--- src/rtl/quadratic_roots_vertex_points_unit_defines.svh ---
// assertion helpers used by the rtl in qrv_back
`ifndef QUADRATIC_ROOTS_VERTEX_POINTS_UNIT_DEFINES_SVH
`define QUADRATIC_ROOTS_VERTEX_POINTS_UNIT_DEFINES_SVH

// same-cycle implication
`define QRV_ASSERT_IMP(lbl, clk, rst_n, ante, cons, msg) \
    lbl: assert property (@(posedge clk) disable iff (!rst_n) (ante) |-> (cons)) \
        else $error(msg);

// next-cycle implication
`define QRV_ASSERT_NXT(lbl, clk, rst_n, ante, cons, msg) \
    lbl: assert property (@(posedge clk) disable iff (!rst_n) (ante) |=> (cons)) \
        else $error(msg);

`endif

--- src/rtl/qrv_pkg.sv ---
`timescale 1ns / 1ps
package qrv_pkg;

    localparam int COEF_FRAC_BITS = 8;
    localparam int OUT_FRAC_BITS  = 16;
    localparam int COEF_W         = 16;
    localparam int PT_W           = 40;
    localparam int HALF_W         = PT_W / 2;
    localparam int D_W            = 34;
    localparam int NUM_W          = 36;
    localparam int DEN_W          = 17;
    localparam int ROOT_W         = D_W / 2;
    localparam int AX_W           = COEF_W + PT_W;
    localparam int SUM_W          = AX_W + 1;
    localparam int WMAG_W         = SUM_W - COEF_FRAC_BITS;
    localparam int PROD_W         = WMAG_W + PT_W;
    localparam int IN_DATA_W      = 3 * COEF_W;
    localparam int OUT_DATA_W     = 2 * PT_W;
    localparam int OUT_USER_W     = 4;
    localparam int FIFO_DEPTH     = 4;

    localparam logic signed [PT_W-1:0] SAT_MAX = {1'b0, {(PT_W-1){1'b1}}};
    localparam logic signed [PT_W-1:0] SAT_MIN = {1'b1, {(PT_W-1){1'b0}}};

    typedef enum logic [1:0] {
        KIND_VERTEX = 2'd0,
        KIND_ROOT1  = 2'd1,
        KIND_ROOT2  = 2'd2,
        KIND_SAMPLE = 2'd3
    } t_kind;

    typedef enum logic [1:0] {
        DISC_NEG  = 2'd0,
        DISC_ZERO = 2'd1,
        DISC_POS  = 2'd2
    } t_disc;

    typedef struct packed {
        logic signed [COEF_W-1:0] a;
        logic signed [COEF_W-1:0] b;
        logic signed [COEF_W-1:0] c;
        logic signed [D_W-1:0]    d;
        t_disc                    disc;
        logic                     err;
    } t_item;

    typedef enum logic [3:0] {
        S_POP,
        S_DIV_GO,
        S_DIV_WAIT,
        S_SQ_GO,
        S_SQ_WAIT,
        S_EV0,
        S_EV1,
        S_EV2,
        S_EV3,
        S_EV4,
        S_EV5,
        S_EMIT
    } t_state;

    function automatic logic signed [PT_W-1:0] sat_pt(input logic signed [PT_W:0] v);
        logic signed [PT_W-1:0] r;
        if (v[PT_W] != v[PT_W-1]) begin
            r = v[PT_W] ? SAT_MIN : SAT_MAX;
        end else begin
            r = v[PT_W-1:0];
        end
        return r;
    endfunction

endpackage

--- src/rtl/qrv_front.sv ---
`timescale 1ns / 1ps
module qrv_front (
    input  logic                           i_valid,
    input  logic [qrv_pkg::IN_DATA_W-1:0]  i_data,
    input  logic                           i_full,
    output logic                           o_ready,
    output logic                           o_push,
    output qrv_pkg::t_item                 o_item
);
    import qrv_pkg::*;

    logic signed [COEF_W-1:0]   w_a;
    logic signed [COEF_W-1:0]   w_b;
    logic signed [COEF_W-1:0]   w_c;
    logic signed [2*COEF_W-1:0] w_bb;
    logic signed [2*COEF_W-1:0] w_ac;
    logic signed [D_W-1:0]      w_d;

    assign w_a  = i_data[COEF_W-1:0];
    assign w_b  = i_data[2*COEF_W-1:COEF_W];
    assign w_c  = i_data[3*COEF_W-1:2*COEF_W];
    assign w_bb = w_b * w_b;
    assign w_ac = w_a * w_c;
    assign w_d  = {{(D_W-2*COEF_W){w_bb[2*COEF_W-1]}}, w_bb} - {w_ac, 2'b00};

    assign o_ready = !i_full;
    assign o_push  = i_valid && !i_full;

    always_comb begin
        o_item.a   = w_a;
        o_item.b   = w_b;
        o_item.c   = w_c;
        o_item.d   = w_d;
        o_item.err = (w_a == '0);
        if (w_d[D_W-1]) begin
            o_item.disc = DISC_NEG;
        end else if (w_d == '0) begin
            o_item.disc = DISC_ZERO;
        end else begin
            o_item.disc = DISC_POS;
        end
    end

endmodule

--- config.mk ---
export PLATFORM = sky130hd
export DESIGN_NAME = qrv_front
export DESIGN_NICKNAME = d
export VERILOG_FILES = /design/src/rtl/quadratic_roots_vertex_points_unit_defines.svh /design/src/rtl/qrv_pkg.sv /design/src/rtl/qrv_front.sv
export SDC_FILE = /design/constraint.sdc
export NUM_CORES = 1
export LEC_CHECK = 0
export BUFFER_PORTS_ARGS = -buffer_cell sky130_fd_sc_hd__buf_4
export CAP_MARGIN = 20
export CORE_ASPECT_RATIO = 0.6
export CORE_MARGIN = 2
export CORE_UTILIZATION = 40
export DETAILED_ROUTE_END_ITERATION = 7
export GPL_ROUTABILITY_DRIVEN = 1
export GPL_TIMING_DRIVEN = 0
export SETUP_SLACK_MARGIN = 0.4
export SLEW_MARGIN = 20
export SYNTH_ARGS = -nofsm -noshare
export SYNTH_HDL_FRONTEND = slang
export SYNTH_SLANG_ARGS = --single-unit
--- constraint.sdc ---
create_clock -name vclk -period 23.8
set_input_delay 4.76 -clock vclk [all_inputs]
set_output_delay 4.76 -clock vclk [all_outputs]
set_load 0.01 [all_outputs]
* Yosys cells after proc, flatten, opt, wreduce, memory -nomap -nowiden
Index checks and enable logic that the tools add are counted.
** Storage, ports and cells
- Register bits :: 0
- Bits in latches :: 0
- Memory bits (writable) :: 0
- Bits in read-only memories :: 0
- Word-level logic and storage cells :: 9
- Memories kept :: 0
** Cells by class
- Add/subtract/negate cells :: 1
- Multipliers :: 2
- Div/mod/pow operators :: 0
- $lt $le $gt $ge :: 0
- Eq/ne operators :: 0
- Shifts and indexed selects :: 0
- Muxes and demuxes :: 2
- Bitwise gates (word level) :: 0
- Reduce and logical (&&, ||, !) cells :: 4
** Operators with widths (number)
- $mul A16 B16 Y32 :: 2
- $logic_not A34 Y1 :: 1
- $sub A34 B34 Y34 :: 1
- $logic_not A16 Y1 :: 1
- $mux W2 :: 2
- $logic_and A1 B1 Y1 :: 1
- $logic_not A1 Y1 :: 1

* Logic depth before layout (Yosys ltp)
Gate-level depths: netlist (run 1).
- Word-level depth :: 5
- Gate-level depth with buffers :: 36
- Mapped depth without buffers :: 35

* Least setup slack after synthesis (run 1)
OpenSTA, ideal clock, no wires.
- Path kind :: input port to output port
- Start point :: in i_data[20] (netlist bit)
- End point :: out o_item[1] (netlist bit)
- Arrival time :: 12873 ps
- Data required time :: 19040 ps
- Setup slack :: 6167 ps
- Cell stages on the path :: 33
- Path through :: clkbuf_1 > clkbuf_1 > nand2_1 > fa_1 > inv_1 > fa_1 > ha_1 > inv_1 > fa_1 > fa_1 > inv_1 > fa_1 > ha_1 > a2111oi_0 > o21ai_0 > a21boi_0 > and2_1 > a211o_1 > a21o_1 > a21o_1 > a21oi_1 > xnor2_1 > ha_1 > a21oi_1 > nand2_1 > xor2_1 > or4_1 > or4_1 > or4_1 > nor4_1 > nand4_1 > nor4_1 > and4b_1
** RTL lines
- start: declaration :: line qrv_front.sv:4 : input logic [qrv_pkg::IN_DATA_W-1:0] i_data,
- end: declaration :: line qrv_front.sv:8 : output qrv_pkg::t_item o_item

==> results.json, run 1 <==
{
  "status": "complete, no violations",
  "synth-seq-area-share": 0,
  "cp.required_ps": 19040,
  "worst_pin_slew_ps": 819.5,
  "diodes": 0,
  "core_region_area_um2": 51170,
  "firstDrtPassIters": 6,
  "multi_input_area_um2": 17820,
  "setup_tns_ps": 0,
  "final_nets": 3250,
  "port_buffers": 135,
  "max_slew_margin": 0.4488,
  "vias_per_cell": 4.929,
  "dr.first_iter.drc_count": 1040,
  "postCtsSetupBuffers": 0,
  "min_from": "i_data[21]",
  "critPathLaunchType": "primary input",
  "period_share": 0.8618,
  "vias": 15750,
  "grt_pass1_wl_um": 89410,
  "hold_class": "in2out",
  "cp_common_cell": "fa_1",
  "startpoint": "i_data[20]",
  "wirelength_um": 53510,
  "start_util": 0.4068,
  "io_pins": 137,
  "finalSetupViolations": 0,
  "worst_slack_ps": 3289,
  "synth.most_common_cell": "inv_1",
  "worstHoldPathCells": 2,
  "antenna_left": 0,
  "yosys_warnings": 0,
  "fp.dieH_um": 180.7,
  "synth_top_area_frac": 0.4819,
  "drc": 0,
  "synth_common_cells": "639 x inv_1, 501 x fa_1, 233 x nand2_1",
  "timing_hold_violations_final": 0,
  "maxCapViolCount": 0,
  "crit_arrival_ps": 15750,
  "overflow": 0,
  "track_usage": 0.2082,
  "synth_cells": 2368,
  "slowest_stage": "nor4_1",
  "grt_antenna_before_repair": 0,
  "hpwl_um": 48450,
  "seq_cells": 0,
  "cts-hold-fix-buffers": 0,
  "synthesis.area_um2": 20810,
  "synth_area_leader_cell": "fa_1",
  "place_ws_ps": 3453,
  "gp_congestion": 0.9300,
  "synth_area_leaders": "fa_1 48%, ha_1 12%, inv_1 12%",
  "drive_above_1_share": 0.07950,
  "crit_fanout": 10,
  "ys_types": 59,
  "syn_area_per_cell_um2": 8.790,
  "grt_pass1_vias": 16810,
  "die_w_um": 298.5,
  "fillCellCount": 5162,
  "fin_crit_ps": 20510,
  "critPathMaxStageDelay_ps": 740,
  "dieArea_um2": 53940,
  "nClkBuffers": 0,
  "post_cts_resized": 0,
  "path_class": "in2out",
  "regArea_um2": 0,
  "post_drt_wl_per_cell_um": 16.74,
  "worstSetupEndpointType": "output pin",
  "core.rowCount": 64,
  "area_delta_synth_final_pct": 9.035,
  "fmax_mhz": 48.75,
  "grt_max_degree": 11,
  "slew_viol_final": 0,
  "synth_fp_nets": 3113,
  "rsz0062_at_grt": "no"
}
==> metal layers <==
| layer | share of wire | GRT usage |
|---|---|---|
| met1 | 0.48 | 0.3153 |
| met3 | 0.077 | 0.03932 |
| met5 | 0 | 0 |
| met4 | 0.013 | 0.02372 |
| met2 | 0.43 | 0.3180 |
==> kinds of logic after synthesis <==
group | after synthesis | share of synthesized area
adder cells (fa/ha/maj) | 695 | 0.5985
multiplexers | 1 | 0.0005410
AND/OR/NAND/NOR | 603 | 0.1433
buffers and inverters | 748 | 0.1439
XOR/XNOR | 94 | 0.04022
other | 1 | 0.0001802
AO/OA/AOI/OAI | 226 | 0.07334
==> final timing paths <==
check / slack, ps / endpoint
hold / removal: 9700 / o_item[58]
setup / recovery: 3290 / o_item[1]
==> placed cells by master, fill, tap and decap left out, types with 9 or more instances in the layout <==
cell type | synthesis | routed
o211ai_1 | 9 | 9
nor2_1 | 74 | 74
nand2_1 | 233 | 233
nand3_1 | 22 | 22
nand2b_1 | 28 | 28
o21ai_0 | 41 | 41
a211oi_1 | 9 | 9
and2_1 | 172 | 172
a21o_1 | 32 | 32
o21bai_1 | 14 | 14
nor2b_1 | 12 | 12
a21oi_1 | 61 | 61
buf_4 | 50 | 185
ha_1 | 194 | 194
inv_1 | 639 | 639
and3_1 | 10 | 10
xnor2_1 | 64 | 64
nor3_1 | 14 | 14
clkbuf_1 | 58 | 58
xor2_1 | 29 | 29
o21a_1 | 11 | 11
fa_1 | 501 | 501
==> metrics by stage <==
| stage | hold WS (ps) | std cells | utilization | cell area (um2) |
|---|---|---|---|---|
| 2_1_floorplan | 9564 | 2368 | - | 20810 |
| 3_3_place_gp | 9698 | 3196 | 0.4435 | 22690 |
| 3_5_place_dp | 9701 | 3196 | 0.4435 | 22690 |
| 4_1_cts | 9701 | 3196 | 0.4435 | 22690 |
| 5_1_grt | 9701 | 3196 | 0.4435 | 22690 |
| 6_report | 9699 | 3196 | 0.4435 | 22690 |
==> worst max-delay path, delay by kind of cell <==
family | cells | cell delay (ps)
AO/OA/AOI/OAI | 8 | 2010
XOR/XNOR | 2 | 310
adder cells (fa/ha/maj) | 8 | 3290
buffers and inverters | 7 | 1560
AND/OR/NAND/NOR | 10 | 3840
==> final cells by class <==
| cell class | count | share of cell area |
|---|---|---|
| Inverter | 640 | 0.1059 |
| Buffer | 108 | 0.02613 |
| Tap cell | 693 | 0.03821 |
| Multi-Input combinational cell | 1620 | 0.7851 |
| Timing Repair Buffer | 135 | 0.04466 |
Power of run 1 is left out: the tool's default activity adds up to more than one toggle a clock period on the data nets, which glitch-free logic cannot reach.
==> run 2, diff against run 1 <==
--- a/config.mk
+++ b/config.mk
@@ -13,6 +13,7 @@
 export DETAILED_ROUTE_END_ITERATION = 7
 export GPL_ROUTABILITY_DRIVEN = 1
 export GPL_TIMING_DRIVEN = 0
+export REMOVE_ABC_BUFFERS = 1
 export SETUP_SLACK_MARGIN = 0.4
 export SLEW_MARGIN = 20
 export SYNTH_ARGS = -nofsm -noshare
==> results.json, run 2 (synthesis results as in run 1) <==
{
  "status": "complete, no violations",
  "grt_pass1_wl_um": 84480,
  "max_slew_margin": 0.3023,
  "slowest_stage": "nor4_1",
  "setup_tns_ps": 0,
  "overflow": 0,
  "nClkBuffers": 0,
  "final_cell_mix": "639 x inv_1, 501 x fa_1, 233 x nand2_1, 194 x ha_1, 172 x and2_1",
  "worst_pin_slew_ps": 1037,
  "postCtsSetupBuffers": 0,
  "finalSetupViolations": 0,
  "post_cts_resized": 0,
  "rsz0062_at_grt": "no",
  "core.rowCount": 64,
  "slew_viol_final": 0,
  "dieArea_um2": 53940,
  "path_class": "in2out",
  "dr.first_iter.drc_count": 881,
  "regArea_um2": 0,
  "vias": 15200,
  "gp_congestion": 0.8589,
  "seq_cells": 0,
  "cp_common_cell": "fa_1",
  "start_util": 0.4068,
  "cp.required_ps": 19040,
  "fp.dieH_um": 180.7,
  "fmax_mhz": 50.84,
  "final_nets": 3143,
  "worstSetupEndpointType": "output pin",
  "drive_above_1_share": 0.06260,
  "drc": 0,
  "die_w_um": 298.5,
  "area_delta_synth_final_pct": 6.234,
  "cts-hold-fix-buffers": 0,
  "critPathBufInv": 6,
  "grt_max_degree": 24,
  "firstDrtPassIters": 7,
  "fillCellCount": 5034,
  "antenna_left": 0,
  "critPathMaxStageDelay_ps": 900,
  "period_share": 0.8264,
  "vias_per_cell": 4.920,
  "hold_class": "in2out",
  "grt_antenna_before_repair": 0,
  "crit_family": "simple AND/OR/NAND/NOR gates",
  "port_buffers": 136,
  "critPathLaunchType": "primary input",
  "io_pins": 137,
  "fin_crit_ps": 19670,
  "grt_pass1_vias": 16630,
  "crit_fanout": 19,
  "hpwl_um": 42990,
  "wirelength_um": 48510,
  "startpoint": "i_data[22]",
  "maxCapViolCount": 0,
  "core_region_area_um2": 51170,
  "track_usage": 0.1900,
  "min_from": "i_full",
  "layout_commonest_cell": "inv_1",
  "timing_hold_violations_final": 0,
  "post_drt_wl_per_cell_um": 15.70,
  "crit_arrival_ps": 14910
}
-- run 2: changes by cell type in the layout (fill, tap and decap cells not counted), sizes merged --
cell / previous run / this run
buf: 185 / 136
clkbuf: 58 / 0
diode: 0 / 1
-- run 2: per-layer routing --
| layer | vias to the layer above | routed length (um) | track usage |
|---|---|---|---|
| li1 | 7074 | - | - |
| met5 | - | 0 | 0 |
| met2 | 337 | 21750 | 0.3000 |
| met3 | 26 | 2580 | 0.01804 |
| met4 | 0 | 511 | 0.01930 |
| met1 | 7766 | 23670 | 0.2919 |
-- run 2: final cells by class --
cell class / instances / area, um2 / area share
well taps: 693 / 867.1 / 0.03921
diodes: 1 / 2.502 / 0.0001132
repair buffers: 136 / 1021 / 0.04617
multi-input cells: 1620 / 17820 / 0.8058
inverters: 640 / 2402 / 0.1086
-- run 2: worst paths after layout --
path	endpoint	slack, ps	cells past startpoint
worst max-delay path	o_item[1]	4130	34
worst min-delay path	o_ready	9760	3
-- run 2: worst min-delay path, delay by kind of cell --
family   cells  cell delay, ps
buf+inv      3             240
-- run 2: through the flow --
| stage | hold WS (ps) | std cells | area, um2 | utilization | worst slack [ps] |
|---|---|---|---|---|---|
| floorplan | 9520 | 2260 | 20220 | - | 6587 |
| global placement | 9759 | 3089 | 22110 | 0.4321 | 4405 |
| detailed placement | 9760 | 3089 | 22110 | 0.4321 | 4325 |
| CTS | 9763 | 3089 | 22110 | 0.4321 | 4270 |
| global route | 9765 | 3089 | 22110 | 0.4321 | 3710 |
| finish | 9761 | 3090 | 22110 | 0.4321 | 4132 |
Power of run 2 is left out for the same reason.
