===== config.mk =====
export PLATFORM = sky130hd
export DESIGN_NAME = qrv_fifo
export DESIGN_NICKNAME = d
export VERILOG_FILES = /design/src/rtl/quadratic_roots_vertex_points_unit_defines.svh /design/src/rtl/qrv_pkg.sv /design/src/rtl/qrv_fifo.sv
export SDC_FILE = /design/constraint.sdc
export NUM_CORES = 1
export LEC_CHECK = 0
export BUFFER_PORTS_ARGS = -buffer_cell sky130_fd_sc_hd__buf_2
export CAP_MARGIN = 10
export CORE_UTILIZATION = 45
export DETAILED_ROUTE_END_ITERATION = 16
export PLACE_DENSITY_LB_ADDON = 0.25
export SLEW_MARGIN = 20
export SYNTH_ARGS = -nofsm -noshare
export SYNTH_HDL_FRONTEND = slang
export SYNTH_SLANG_ARGS = --single-unit

===== constraint.sdc =====
create_clock -name i_clk -period 4 [get_ports i_clk]
set_input_delay 0.6 -clock i_clk [delete_from_list [all_inputs] [get_ports i_clk]]
set_output_delay 0.6 -clock i_clk [all_outputs]
set_load 0.01 [all_outputs]

===== src/rtl/quadratic_roots_vertex_points_unit_defines.svh =====
// assertion helpers used by the rtl in qrv_back
`ifndef QUADRATIC_ROOTS_VERTEX_POINTS_UNIT_DEFINES_SVH
`define QUADRATIC_ROOTS_VERTEX_POINTS_UNIT_DEFINES_SVH

// same-cycle implication
`define QRV_ASSERT_IMP(lbl, clk, rst_n, ante, cons, msg) \
    lbl: assert property (@(posedge clk) disable iff (!rst_n) (ante) |-> (cons)) \
        else $error(msg);

// next-cycle implication
`define QRV_ASSERT_NXT(lbl, clk, rst_n, ante, cons, msg) \
    lbl: assert property (@(posedge clk) disable iff (!rst_n) (ante) |=> (cons)) \
        else $error(msg);

`endif


===== src/rtl/qrv_pkg.sv =====
`timescale 1ns / 1ps
package qrv_pkg;

    localparam int COEF_FRAC_BITS = 8;
    localparam int OUT_FRAC_BITS  = 16;
    localparam int COEF_W         = 16;
    localparam int PT_W           = 40;
    localparam int HALF_W         = PT_W / 2;
    localparam int D_W            = 34;
    localparam int NUM_W          = 36;
    localparam int DEN_W          = 17;
    localparam int ROOT_W         = D_W / 2;
    localparam int AX_W           = COEF_W + PT_W;
    localparam int SUM_W          = AX_W + 1;
    localparam int WMAG_W         = SUM_W - COEF_FRAC_BITS;
    localparam int PROD_W         = WMAG_W + PT_W;
    localparam int IN_DATA_W      = 3 * COEF_W;
    localparam int OUT_DATA_W     = 2 * PT_W;
    localparam int OUT_USER_W     = 4;
    localparam int FIFO_DEPTH     = 4;

    localparam logic signed [PT_W-1:0] SAT_MAX = {1'b0, {(PT_W-1){1'b1}}};
    localparam logic signed [PT_W-1:0] SAT_MIN = {1'b1, {(PT_W-1){1'b0}}};

    typedef enum logic [1:0] {
        KIND_VERTEX = 2'd0,
        KIND_ROOT1  = 2'd1,
        KIND_ROOT2  = 2'd2,
        KIND_SAMPLE = 2'd3
    } t_kind;

    typedef enum logic [1:0] {
        DISC_NEG  = 2'd0,
        DISC_ZERO = 2'd1,
        DISC_POS  = 2'd2
    } t_disc;

    typedef struct packed {
        logic signed [COEF_W-1:0] a;
        logic signed [COEF_W-1:0] b;
        logic signed [COEF_W-1:0] c;
        logic signed [D_W-1:0]    d;
        t_disc                    disc;
        logic                     err;
    } t_item;

    typedef enum logic [3:0] {
        S_POP,
        S_DIV_GO,
        S_DIV_WAIT,
        S_SQ_GO,
        S_SQ_WAIT,
        S_EV0,
        S_EV1,
        S_EV2,
        S_EV3,
        S_EV4,
        S_EV5,
        S_EMIT
    } t_state;

    function automatic logic signed [PT_W-1:0] sat_pt(input logic signed [PT_W:0] v);
        logic signed [PT_W-1:0] r;
        if (v[PT_W] != v[PT_W-1]) begin
            r = v[PT_W] ? SAT_MIN : SAT_MAX;
        end else begin
            r = v[PT_W-1:0];
        end
        return r;
    endfunction

endpackage


===== src/rtl/qrv_fifo.sv =====
`timescale 1ns / 1ps
module qrv_fifo #(
    parameter int DEPTH = qrv_pkg::FIFO_DEPTH
) (
    input  logic           i_clk,
    input  logic           i_rst_n,
    input  logic           i_push,
    input  qrv_pkg::t_item i_item,
    output logic           o_full,
    input  logic           i_pop,
    output logic           o_empty,
    output qrv_pkg::t_item o_item
);
    import qrv_pkg::*;

    localparam int PTR_W = (DEPTH > 1) ? $clog2(DEPTH) : 1;

    t_item             r_mem [DEPTH];
    logic [PTR_W-1:0]  r_wp;
    logic [PTR_W-1:0]  r_rp;
    logic [PTR_W:0]    r_cnt;

    assign o_full  = (r_cnt == (PTR_W+1)'(DEPTH));
    assign o_empty = (r_cnt == '0);
    assign o_item  = r_mem[r_rp];

    always_ff @(posedge i_clk) begin
        if (i_push) begin
            r_mem[r_wp] <= i_item;
        end
    end

    always_ff @(posedge i_clk) begin
        if (!i_rst_n) begin
            r_wp  <= '0;
            r_rp  <= '0;
            r_cnt <= '0;
        end else begin
            if (i_push) begin
                r_wp <= (r_wp == PTR_W'(DEPTH - 1)) ? '0 : r_wp + 1'b1;
            end
            if (i_pop) begin
                r_rp <= (r_rp == PTR_W'(DEPTH - 1)) ? '0 : r_rp + 1'b1;
            end
            if (i_push && !i_pop) begin
                r_cnt <= r_cnt + 1'b1;
            end else if (!i_push && i_pop) begin
                r_cnt <= r_cnt - 1'b1;
            end
        end
    end

endmodule


## Word level (Yosys, flattened, before mapping)

Memories as Yosys holds them, arrays and structs flattened. A register that Yosys moved wholly into a read port is not among the register bits.
Cells that the tools add are included.

| operators by class | value |
|---|---|
| add/subtract/negate cells | 4 |
| equal/unequal tests | 3 |
| mux-type cells | 8 |
| reduce and logical (&&, ||, !) cells | 6 |

Operators by type and width:

| kind | number |
|---|---|
| 2-to-1 mux 2 bit | 4 |
| 2-to-1 mux 3 bit | 2 |
| adder 2 x 1 -> 2 bit (second input constant) | 2 |
| == test 2 bit (second input constant) | 2 |
| adder 3 x 1 -> 3 bit (second input constant) | 1 |
| == test 3 bit (second input constant) | 1 |
| logical NOT 3 bit | 1 |
| subtractor 3 x 1 -> 3 bit (second input constant) | 1 |
| logical AND 1 bit | 2 |
| logical NOT 1 bit | 2 |
| 2-to-1 mux 1 bit | 2 |
| nonzero test 2 bit | 1 |

| word-level totals | value |
|---|---|
| register bits | 7 |
| memory bits (writable) | 340 |
| bits of input ports | 89 |
| output and inout bits | 87 |
| word-level logic and storage cells | 25 |
| memories | 1 |

Memories:

| memory | depth | width | rd ports | clocked after memory_dff | wr ports | RTL line | source |
|---|---|---|---|---|---|---|---|
| r_mem | 4 | 85 | 1 | 1 | 1 | qrv_fifo.sv:18 | `t_item r_mem [DEPTH];` |

## Longest topological paths before layout

Gate-level depths: netlist of the first run.

| depth | value |
|---|---|
| word-level depth | 4 |
| depth in mapped cells | 7 |
| gate-level depth less buffers | 7 |

## Worst setup path before layout of the first run

No wires, ideal clock.

| timing path | value |
|---|---|
| path type | in2reg |
| start point | input i_push |
| end point | memory r_mem[0][0] (netlist bit), enable pin |
| setup time | 0.453 ns |
| data arrival time | 2.575 ns |
| required time | 3.547 ns |
| setup slack | 0.973 ns |
| cell stages on the path | 1 |
| path through | and2_1 |

| between the ends | value |
|---|---|
| cells in the longest elaborated chain, start to end | 2 |

RTL lines:

| what | RTL line | source |
|---|---|---|
| start: declaration | qrv_fifo.sv:7 | `input logic i_push,` |
| 2-to-1 mux 1 bit | qrv_fifo.sv:28 | `if (i_push) begin` |
| 2-to-1 mux 1 bit (implied by the code) | qrv_fifo.sv:29 | `r_mem[r_wp] <= i_item;` |
| end: declaration | qrv_fifo.sv:18 |  |

No other way between the ends.

==> results of run 1 <==
## synth_stat cells (all sizes together)
cell type  instances
edfxtp           340
mux4              85
buf               19
dfxtp              9
ha                 6
and2               5
nor2b              5
inv                4
mux2i              4
nor3               2
a21boi             1
fa                 1
nor2               1
nor3b              1
o21a               1
o21ai              1
or3                1
xnor2              1
xor2               1
## cells by family (layout without fill, tap and decap cells)
| kind of cell | count (synthesis) | count (layout) |
|---|---|---|
| compound gates | 3 | 3 |
| buf+inv | 23 | 255 |
| simple gates | 15 | 15 |
| flops | 349 | 349 |
| other cells | 0 | 2 |
| xor+xnor | 2 | 2 |
| mux | 89 | 89 |
| fa+ha+maj | 7 | 7 |
## final timing paths
path | startpoint | endpoint | slack, ps
worst max register to register | r_wp[1]$_SDFFE_PN0P_ | r_mem[1][41]$_DFFE_PP_ | 1940
worst min-delay path | i_item[42] | r_mem[0][42]$_DFFE_PP_ | 310
worst min register to register | r_cnt[2]$_SDFFE_PN0P_ | r_cnt[2]$_SDFFE_PN0P_ | 540
worst max-delay path | register | o_item[7] | 1190
## cells in the final DEF (no fill, tap or decap), types with 5 or more instances in the layout
cell	netlist	final
buf_12	6	5
buf_2	6	175
clkbuf_1	0	10
clkbuf_16	0	37
clkinv_2	0	8
dfxtp_1	9	7
edfxtp_1	340	340
ha_1	6	6
mux4_2	85	85
nor2b_1	5	5
## routing by layer
metal	vias up	track usage (%)	wire length, um
li1	2513	-	-
met1	2964	21.1	9550
met2	165	27.0	11500
met3	47	4.35	1530
met4	6	5.33	547
met5	-	0	38
## flip-flops by register name (all words and copies together), names as in the netlist, named ones only
signal / flops
r_wp: 2
r_rp: 2
r_cnt: 3
r_mem: 340
## where the power goes
group          switching, mW  internal (mW)
Combinational          0.353          0.307
Clock                   1.30           1.94
Sequential            0.0564           4.19
## critical path, delay by kind of cell, from the launching register on
| kind | cells | cell delay, ps |
|---|---|---|
| buf+inv | 2 | 550 |
| flops | 1 | 510 |
| mux | 1 | 590 |
## stage by stage
step                utilization [%]  power, mW  hold slack, ps  setup slack [ps]
floorplan                         -       4.72             472               973
global placement               50.5       4.97             483              1670
detailed placement             50.5       5.00             535              1620
CTS                            54.7       8.25             283              1140
global route                   54.7       8.43             292              1060
finish                         54.7       8.15             306              1190
## area by class of cell
| type | count | area, sq um |
|---|---|---|
| antenna | 2 | 5.00 |
| clock buffer | 49 | 991 |
| clock inverter | 18 | 171 |
| fill | 2114 | 12600 |
| inverter | 4 | 15.0 |
| multi-input combinational | 116 | 2190 |
| sequential | 349 | 10400 |
| tap | 378 | 473 |
| timing repair buffer | 184 | 1010 |
==> impl_metrics.yaml, run 1 <==
logic_synthesis:
  synth-xor-area-share_pct: 0.137
  synth.ff_latch_count: 349
  synth-compound-area-share_pct: 0.157
  synth_top_cell_by_area: "edfxtp_1"
  synthSimpleGateAreaFrac_pct: 0.705
  synth_fa_ha_area_share_pct: 0.744
  yosysSeqAreaShare_pct: 81.3
  synth_mux_area_share_pct: 15.3
  synth.distinct_cells: 23
  syn_nets: 584
  synth_top_family_by_area: "multiplexers"
  synthTopCellsByArea: "edfxtp_1 (80%), mux4_2 (15%), dfxtp_1 (1.4%), buf_12 (0.94%), ha_1 (0.59%)"
  synth_top_area_share_pct: 79.9
  synthesis.area_sq_mm: 0.0128
  syn_area_per_cell_sq_um: 26.2
  yosys_warnings: 0
  syn_inst: 488
hold_path:
  min_delay_path_depth: 1
  hold_path.class: "in2reg"
routing:
  dr.pass1.iters: 4
  routed_wl_um: 23200
  drt_iter0_drc: 322
  ant_nets: 0
  viasPerCell: 5.18
  num_vias: 5695
  wire_per_inst_um: 21.1
  drc_errors: 0
timing:
  timing.slew.headroom_pct: 34.2
  hold_viol_final: 0
  worst_pin_slew_ps: 987
  skew_ps: 8.18
  timing.final.crit_period_ps: 2810
  setup_viol: 0
  final_max_slew_viol_count: 0
  rsz0062_at_grt: "false"
  tns_ps: 0
  fmax_ghz: 0.356
  period_share_pct: 70.2
clock_tree:
  cts_tree: "yes"
  holdBufCountCts: 0
  ctsResizeCount: 0
  cts_setup_buffers: 0
  cts_made_buffers: 37
  clk_latency_ps: 510
  h-tree-depth: 2
  root_buffer: "clkbuf_16"
  path_clk_slew_ps: 60
  clock_sinks: 349
  max-clock-path-buffers: 3
floorplanning:
  die_w_um: 171
  start_util_pct: 45.9
  core_area_sq_mm: 0.0279
  num_io_pins: 176
  die_h_um: 171
  rows: 61
  dieArea_sq_mm: 0.0291
setup_path:
  crit_required_ps: 3400
  end_kind: "output pin"
  cpPeakStageDelay_ps: 590
  critPathArrivalTime_ps: 2210
  worstSetupPathType: "reg2out"
  start_kind: "register"
  slowest_stage: "mux4_2"
  cp_cell_sequence: "buf_12 -> mux4_2 -> buf_2"
  r2r_cells: 4
  path_max_fanout: 46
finish:
  area_growth_pct: 19.3
  layout-drive-gt1-share_pct: 45.6
  final_cells: 1100
  finish.instance_area_sq_mm: 0.0152
  fin_nets: 788
placed_design:
  dp_hpwl_um: 13800
  place_area_sq_mm: 0.0141
  dp_cells: 1031
  gp_congestion: 0.738
  portBuffers: 175
global_routing:
  grt_overflow_total: 0
  antenna_found_initial: 4
  grt_max_degree: 63
  grt.total_usage_pct: 16.3
  grt_pass1_wl_um: 35200
  grt_pass1_vias: 6288
run:
  cap_violations: 0
pwr:
  irDropWorstVdd_v: 0.000229
  power_density_mw_per_mm2: 534
  p_leak_nw: 5.13
run_status:
  status: "completed"
Note: power is estimated with default switching activity, not from simulation.
==> inputs of run 2 (changes only) <==
--- a/config.mk
+++ b/config.mk
@@ -5,6 +5,7 @@
 export SDC_FILE = /design/constraint.sdc
 export NUM_CORES = 1
 export LEC_CHECK = 0
+export ABC_AREA = 1
 export BUFFER_PORTS_ARGS = -buffer_cell sky130_fd_sc_hd__buf_2
 export CAP_MARGIN = 10
 export CORE_UTILIZATION = 45
==> constraint.sdc (replaced) <==
create_clock -name i_clk -period 2.4 [get_ports i_clk]
set_input_delay 0.36 -clock i_clk [delete_from_list [all_inputs] [get_ports i_clk]]
set_output_delay 0.36 -clock i_clk [all_outputs]
set_load 0.01 [all_outputs]
==> impl_metrics.yaml, run 2 <==
timing:
  hold_viol_final: 0
  setup_slack_ps: 135
  period_share_pct: 94.4
  timing.slew.headroom_pct: 61.3
  fmax_ghz: 0.442
  rsz0062_at_grt: "false"
  tns_ps: 0
  timing.final.crit_period_ps: 2260
  setup_viol: 0
  worst_pin_slew_ps: 581
  skew_ps: 11.5
  final_max_slew_viol_count: 0
clock_tree:
  clock_sinks: 349
  path_clk_slew_ps: 60
  holdBufCountCts: 0
  cts_tree: "yes"
  root_buffer: "clkbuf_16"
  h-tree-depth: 2
  cts_made_buffers: 37
  clk_latency_ps: 510
  max-clock-path-buffers: 3
finish:
  fin_nets: 1157
  area_growth_pct: 19.5
  top_register: "r_mem"
  layout_commonest_cell: "edfxtp_1"
  final_cells: 1466
  top_regs: "r_mem x340, r_cnt x3"
  layout-drive-gt1-share_pct: 23.3
  largest_register_ffs: 340
  final_cell_mix: "edfxtp_1 (340), nor2_1 (178), buf_2 (175)"
  fillers: 2316
setup_path:
  path_buf_inv: 3
  crit_family: "buffers and inverters"
  regToRegSetupSlack_ps: 770
  r2r_end: "r_mem[1][8]$_DFFE_PP_"
  path_max_fanout: 37
  cpPeakStageDelay_ps: 430
  worstSetupPathType: "reg2out"
  slowest_stage: "dfxtp_4"
  r2r_start: "r_wp[1]$_SDFFE_PN0P_"
  end_kind: "output pin"
  r2r_cells: 5
  start_kind: "register"
  crit_required_ps: 2040
  critPathArrivalTime_ps: 1900
  cp_cell_sequence: "inv_6 -> buf_6 -> nor2_1 -> o22ai_1 -> buf_2"
routing:
  routed_wl_um: 28100
  ant_nets: 0
  drt_iter0_drc: 642
  wire_per_inst_um: 19.2
  dr.pass1.iters: 5
  drc_errors: 0
  viasPerCell: 5.38
  num_vias: 7886
floorplanning:
  rows: 61
  num_io_pins: 176
  start_util_pct: 46.4
  dieArea_sq_mm: 0.0296
  die_w_um: 172
  die_h_um: 172
  core_area_sq_mm: 0.0281
placed_design:
  dp_slack_ps: 557
  dp_hpwl_um: 15200
  portBuffers: 175
  dp_cells: 1397
  gp_congestion: 0.712
pwr:
  power_density_mw_per_mm2: 869
  p_leak_nw: 5.45
  irDropWorstVdd_v: 0.000550
logic_synthesis:
  synth-compound-area-share_pct: 10.8
  synth.distinct_cells: 22
  synth_edf_count: 340
  yosys_warnings: 0
  yosysMostFrequentCell: "edfxtp_1"
  synth_mux_area_share_pct: 0
  synth_top_family_by_area: "compound AO/OA/AOI/OAI gates"
  synth_top_area_share_pct: 78.4
  synth-xor-area-share_pct: 0.0673
  yosysSeqAreaShare_pct: 79.8
  syn_area_per_cell_sq_um: 14.8
  synthSimpleGateAreaFrac_pct: 5.60
  synthTopCellsByCount: "edfxtp_1 (340), nor2_1 (178), o21ai_0 (150)"
  synth_ff_type: "edfxtp_1"
  synthTopCellsByArea: "edfxtp_1 (78%), o21ai_0 (5.8%), nor2_1 (5.1%), o22ai_1 (4.1%), dfxtp_1 (1.4%)"
  async_reset_ff_share_pct: 0
  syn_inst: 881
  syn_nets: 977
  synth_fa_ha_area_share_pct: 0.730
  synthesis.area_sq_mm: 0.0130
  synth_top_cell_by_area: "edfxtp_1"
  synth.ff_latch_count: 349
global_routing:
  grt_overflow_total: 0
  grt.total_usage_pct: 18.4
  grt_pass1_vias: 7490
  grt_pass1_wl_um: 41100
  antenna_found_initial: 3
  grt_max_degree: 86
hold_path:
  min_to: "r_mem[2][42]$_DFFE_PP_"
  hold_start: "i_item[42]"
  hold_path.class: "in2reg"
  min_delay_path_depth: 1
run_status:
  status: "completed"
run:
  cap_violations: 0
-- run 2: changes by cell type after synthesis, sizes merged, moves of 4 or more --
| cell | previous run | this run |
|---|---|---|
| clkbuf | 0 | 38 |
| nor2b | 5 | 0 |
| and2 | 5 | 0 |
| inv | 4 | 16 |
| o21ai | 1 | 173 |
| nor2 | 1 | 178 |
| mux2i | 4 | 0 |
| o22ai | 0 | 85 |
| mux4 | 85 | 0 |
| nand2 | 0 | 8 |
-- run 2: power by group --
group          internal [mW]  switching (mW)
Combinational          0.470           0.862
Clock                   3.00            2.17
Sequential              6.97          0.0702
-- run 2: area by class of cell --
cell class | count | area [sq um] | share of cell area [%]
multi-input combinational | 461 | 2250 | 14.5
clock inverter | 15 | 76.3 | 0.490
antenna | 2 | 5.00 | 0.0322
clock buffer | 49 | 1020 | 6.58
timing repair buffer | 196 | 1260 | 8.08
inverter | 16 | 81.3 | 0.523
tap | 378 | 473 | 3.04
sequential | 349 | 10400 | 66.8
-- run 2: through the flow --
stage | hold slack (ps) | area, sq um | power, mW | util (%)
6_report | 63.5 | 15600 | 13.5 | 55.4
5_1_grt | 47.0 | 15600 | 14.0 | 55.4
4_1_cts | 43.6 | 15500 | 13.6 | 55.1
3_5_place_dp | 519 | 14400 | 8.48 | 51.1
3_3_place_gp | 524 | 14400 | 8.45 | 51.1
2_1_floorplan | 459 | 13000 | 7.88 | -
-- run 2: metal layers --
layer  GRT usage, %  part of all wire, %  vias to the layer above
li1               -                    -                     3688
met1           24.6                   44                     3938
met2           30.6                   48                      210
met3           3.98                  6.3                       46
met4           4.77                  1.6                        4
met5              0                0.078                        -
-- run 2: worst reg2reg max path, stage by stage, from the launching register on --
cell and delay (ps):
dfxtp_1 320, inv_1 100, ha_1 150, nand2_1 80
clkinvlp_4 100, buf_4 480
-- run 2: what timing repair did --
item	CTS	global route
resized for setup	0	7
buffers inserted	0	1
endpoints found under the setup margin	0	24
hold endpoints to repair	0	0
-- run 2: logic make-up (layout without fill, tap and decap cells) --
group	after synthesis	count (layout)
adders and majority gates	7	7
xor gates and xnor gates	1	1
other	0	2
buffers and inverters	71	276
DFF	349	349
and+or+nand+nor	192	192
AOI/OAI and AO/OA	261	261
-- run 2: how the worst max path moves through the flow --
stage / startpoint / end / slack, ps / cells past startpoint
2_1_floorplan: r_wp[0]$_SDFFE_PN0P_ / r_mem[0][0]$_DFFE_PP_ / 50 / 4
3_3_place_gp: register / o_item[3] / 540 / 5
3_5_place_dp: register / o_item[3] / 560 / 5
4_1_cts: register / o_item[3] / 10 / 5
5_1_grt: register / o_item[11] / 20 / 4
6_report: register / o_item[3] / 140 / 5
